`src/design/sawt_pkg.sv`:
```
package sawt_pkg;

  // fixed field widths
  localparam int ID_W   = 10;
  localparam int TO_W   = 24;
  localparam int TIME_W = 32;
  localparam int CNT_W  = 6;

  typedef enum logic [1:0] {
    ACT_INSERT,
    ACT_CHANGE,
    ACT_REMOVE,
    ACT_TICK
  } action_e;

  typedef enum logic [1:0] {
    KIND_STATUS,
    KIND_EXPIRY,
    KIND_DONE
  } kind_e;

  typedef enum logic [1:0] {
    STS_OK,
    STS_REFRESH,
    STS_MOVED,
    STS_IGNORED
  } status_e;

  // configuration register indexes
  localparam logic CFG_MAX_TIMEOUT = 1'b0;
  localparam logic CFG_START_TIME  = 1'b1;

  // classified command handed from front to back
  typedef struct packed {
    action_e           action;
    logic [ID_W-1:0]   id;
    logic [TO_W-1:0]   timeout;
    logic              bad;
  } cmd_t;

endpackage

```
`src/design/sawt_front.sv`:
```
module sawt_front #(
  parameter int SESSION_COUNT = 1024
) (
  input  logic                clk_i,
  input  logic                rst_ni,
  input  logic                s_axis_tvalid,
  output logic                s_axis_tready,
  input  logic [39:0]         s_axis_tdata,
  input  logic [1:0]          s_axis_tuser,
  input  logic                busy_i,
  output logic                cmd_valid_o,
  output sawt_pkg::cmd_t      cmd_o,
  input  logic                cmd_pop_i
);

  localparam int QD = 4;

  sawt_pkg::cmd_t fifo_q [QD];
  logic [1:0] wr_q, wr_d, rd_q, rd_d;
  logic [2:0] cnt_q, cnt_d;
  logic       push;
  sawt_pkg::cmd_t in_cmd;

  // classify: out-of-range ids are flagged here
  always_comb begin
    in_cmd.action  = sawt_pkg::action_e'(s_axis_tuser);
    in_cmd.id      = s_axis_tdata[9:0];
    in_cmd.timeout = s_axis_tdata[33:10];
    in_cmd.bad     = (32'(s_axis_tdata[9:0]) >= SESSION_COUNT);
  end

  assign s_axis_tready = (cnt_q != 3'(QD)) && !busy_i;
  assign push          = s_axis_tvalid && s_axis_tready;
  assign cmd_valid_o   = (cnt_q != 3'd0);
  assign cmd_o         = fifo_q[rd_q];

  always_comb begin
    wr_d  = wr_q + 2'(push);
    rd_d  = rd_q + 2'(cmd_pop_i);
    cnt_d = cnt_q + 3'(push) - 3'(cmd_pop_i);
  end

  always_ff @(posedge clk_i or negedge rst_ni) begin
    if (!rst_ni) begin
      wr_q  <= '0;
      rd_q  <= '0;
      cnt_q <= '0;
    end else begin
      wr_q  <= wr_d;
      rd_q  <= rd_d;
      cnt_q <= cnt_d;
    end
  end

  // queue storage
  always_ff @(posedge clk_i) begin
    if (push) begin
      fifo_q[wr_q] <= in_cmd;
    end
  end

endmodule

```
`config.mk`:
```
export PLATFORM = sky130hd
export DESIGN_NAME = sawt_front
export DESIGN_NICKNAME = d
export VERILOG_FILES = /design/src/design/sawt_pkg.sv /design/src/design/sawt_front.sv
export SDC_FILE = /design/constraint.sdc
export NUM_CORES = 1
export LEC_CHECK = 0
export BUFFER_PORTS_ARGS = -buffer_cell sky130_fd_sc_hd__buf_2
export CAP_MARGIN = 20
export CORE_UTILIZATION = 58
export CTS_BUF_LIST = sky130_fd_sc_hd__clkbuf_8 sky130_fd_sc_hd__clkbuf_16
export DETAILED_ROUTE_END_ITERATION = 8
export PLACE_DENSITY = 0.83
export SYNTH_ARGS = -nofsm -noshare
export SYNTH_HDL_FRONTEND = slang
export SYNTH_SLANG_ARGS = --single-unit
```
`constraint.sdc`:
```
create_clock -name clk_i -period 14.32 [get_ports clk_i]
set_input_delay 1.432 -clock clk_i [delete_from_list [all_inputs] [get_ports clk_i]]
set_output_delay 1.432 -clock clk_i [all_outputs]
set_load 0.01 [all_outputs]
```
==> flow_summary.ini <==
[place]
gp_congestion = 0.7747
placed_cells = 428
hpwl_mm = 5.258
port_buffers = 78

[floorplan]
die_area_sq_um = 10120
ioPinCount = 86
rows = 35
start_util_pct = 60.43
die_h_um = 100.6
die_w_um = 100.6
coreArea_sq_um = 9328

[timing]
fin_skew_ns = 0.009342
slew_viol_final = 0
finalSetupTns_ns = 0
fin_hold_ws_ns = 0.5441
finalCritPeriodShare_pct = 26.36
slew_headroom_pct = 31.68
worst_pin_slew_ns = 1.025
min_period_ns = 3.775
setup-violations-final = 0
grt_setup_unrepaired = false
max_freq_mhz = 264.9
hold_viol = 0

[clocking]
cts_sinks = 151
clkSlewWorstSetupHoldPaths_ns = 0.06
cts_resized = 0
cts_max_level = 4
cts_tree = done
clk_latency_ns = 0.50
ctsHoldBuffers = 0
cts_setup_buffers = 0
numCtsBuffers = 17
clock_path_buffers = 2
clockRootBuffer = clkbuf_8

[global_routing]
antenna_found_initial = 0
grt_max_degree = 38
grt.total_usage_pct = 19.66
grt_pass1_vias = 2645
overflow = 0
grt_first_pass_wirelength_mm = 14.04

[setup_path]
slowest_delay_ns = 0.65
startpoint_type = register
rr_worst_depth = 8
arrival_ns = 2.34
cp_data_required_time_ns = 12.89
r2r_slack_ns = 12.21
crit_fanout = 32
path_class = register to primary output
endpoint_kind = primary output
r2r-end = cnt_q[2]
worst_path_max_delay_cell = mux4_1
reg2reg_from = cnt_q[1]
crit_path_cell_trace = buf_4, mux4_1, buf_2

[routing]
vias = 2547
drtIter0Drc = 127
routedWlPerCell_um = 19.85
ant_nets = 0
drcViolationCount = 0
via_per_inst = 5.549
firstDrtPassIters = 4
totalWireLength_mm = 9.109

[yosys]
synth_top_area_share_pct = 76.71
synth_top_family_by_area = multiplexers
syn-num-nets = 275
synth.distinct_cells = 26
syn_area_sq_um = 5637
ys_warn_count = 0
ys.flop_type = edfxtp_1
synthAdderAreaFrac_pct = 1.243
yosysTopAreaCell = edfxtp_1
synth_common_cells = 144 x edfxtp_1, 30 x mux4_2, 7 x dfrtp_1
synth-xor-area-share_pct = 0.6215
synth_compound_area_share_pct = 0
async_reset_ff_share_pct = 4.636
synth_edf_count = 144
synth_simple_gate_area_share_pct = 1.443
synth-seq-cells = 151
postSynthCellCount = 223
seq_area_frac_synth_pct = 79.82
yosysMostFrequentCell = edfxtp_1
synth_mux_area_share_pct = 14.78
syn_area_per_cell_sq_um = 25.28
synthTopCellsByArea = edfxtp_1 77%, mux4_2 12%, dfrtp_1 3.1%

[job]
max_cap_viol_count = 0

[worst_hold_path]
min_from = wr_q[1]
min_to = wr_q[1]
min_path_type = register to register
hold_depth = 1

[final_layout]
multi_input_comb_area_sq_um = 1042
area_growth_pct = 18.69
n_antenna_cell = 0
stdcell_count = 459
nFillCells = 545
layout.nets = 370
seqCellArea_sq_um = 4502
drive_gt1_share_pct = 45.76

[power]
power.density_nw_per_um2 = 190.8
power_uw = 1276
p_leak_uw = 0.002340
peakVddDrop_mv = 0.09926

[outcome]
status = finished clean
[layout make-up]
type / instances / area share [%]
flip-flops and latches: 151 / 67.29
multi-input cells: 59 / 15.58
repair buffers: 85 / 6.621
clock buffers: 17 / 6.190
well taps: 129 / 2.413
clock inverters: 14 / 1.683
inverters: 4 / 0.2244
[critical path: cells and delay by family (launching register included)]
kind,cells,cell delay [ns]
flip-flops,1,0.46
buffers and inverters,2,0.71
multiplexers,1,0.65
[layer usage]
| metal | global-route usage [%] | vias up | wire (um) |
|---|---|---|---|
| met5 | 0 | - | 0 |
| met4 | 6.689 | 0 | 49 |
| met3 | 5.132 | 6 | 385 |
| met2 | 31.88 | 75 | 4762 |
| met1 | 26.42 | 1328 | 3912 |
| li1 | - | 1138 | - |
[sequential cells by signal (all words and copies together), names as in the netlist]
| signal | count |
|---|---|
| fifo_q | 144 |
| rd_q | 2 |
| wr_q | 2 |
| cnt_q | 3 |
[stage by stage]
step | cell area, sq um | setup slack (ns) | util [%]
floorplan | 5637 | 8.543 | -
detailed placement | 6163 | 11.01 | 66.08
global route | 6690 | 10.38 | 71.72
global placement | 6163 | 11.02 | 66.08
finish | 6690 | 10.54 | 71.72
CTS | 6690 | 10.47 | 71.72
[where the power goes]
part | internal, uW | leakage (uW) | total (uW) | switching (uW)
registers | 541 | 0.00139 | 584 | 42.6
clock network | 227 | 0.000250 | 389 | 162
logic | 159 | 0.000704 | 303 | 144
total | 927 | 0.00234 | 1280 | 349
[cell usage in the layout (no fill, tap or decap), drive strengths merged]
cell / synthesis / routed
and4: 1 / 1
fa: 1 / 1
nand3: 1 / 1
nor4b: 1 / 1
edfxtp: 144 / 144
or3b: 1 / 1
ha: 4 / 4
nor2: 2 / 2
buf: 9 / 85
and3: 1 / 1
dfrtp: 7 / 7
clkbuf: 0 / 17
xor2: 2 / 2
xnor2: 2 / 2
mux4: 36 / 36
conb: 1 / 1
nand2: 1 / 1
or3: 1 / 1
nor4: 1 / 1
clkinv: 0 / 6
nand3b: 1 / 1
clkinvlp: 0 / 5
bufinv: 0 / 1
nor3: 1 / 1
inv: 4 / 6
nor3b: 1 / 1
[kinds of logic (layout without fill, tap and decap cells)]
kind of cell	Yosys count	in the layout
xor+xnor	4	4
flops	151	151
mux	36	36
other cells	1	1
fa+ha+maj	5	5
buf+inv	13	120
simple gates	13	13
[worst max path at each step]
| stage | endpoint | startpoint | cells past startpoint | slack, ns |
|---|---|---|---|---|
| 3_3_place_gp | cmd_o[34] | rd_q[0] | 3 | 11.02 |
| 4_1_cts | cmd_o[1] | rd_q[0] | 3 | 10.47 |
| 2_1_floorplan | fifo_q[3][0] | s_axis_tvalid | 2 | 8.54 |
| 3_5_place_dp | cmd_o[1] | rd_q[0] | 3 | 11.01 |
| 6_report | cmd_o[1] | rd_q[0] | 3 | 10.54 |
| 5_1_grt | cmd_o[1] | rd_q[0] | 3 | 10.38 |
Power figures use the tool's default switching activity.
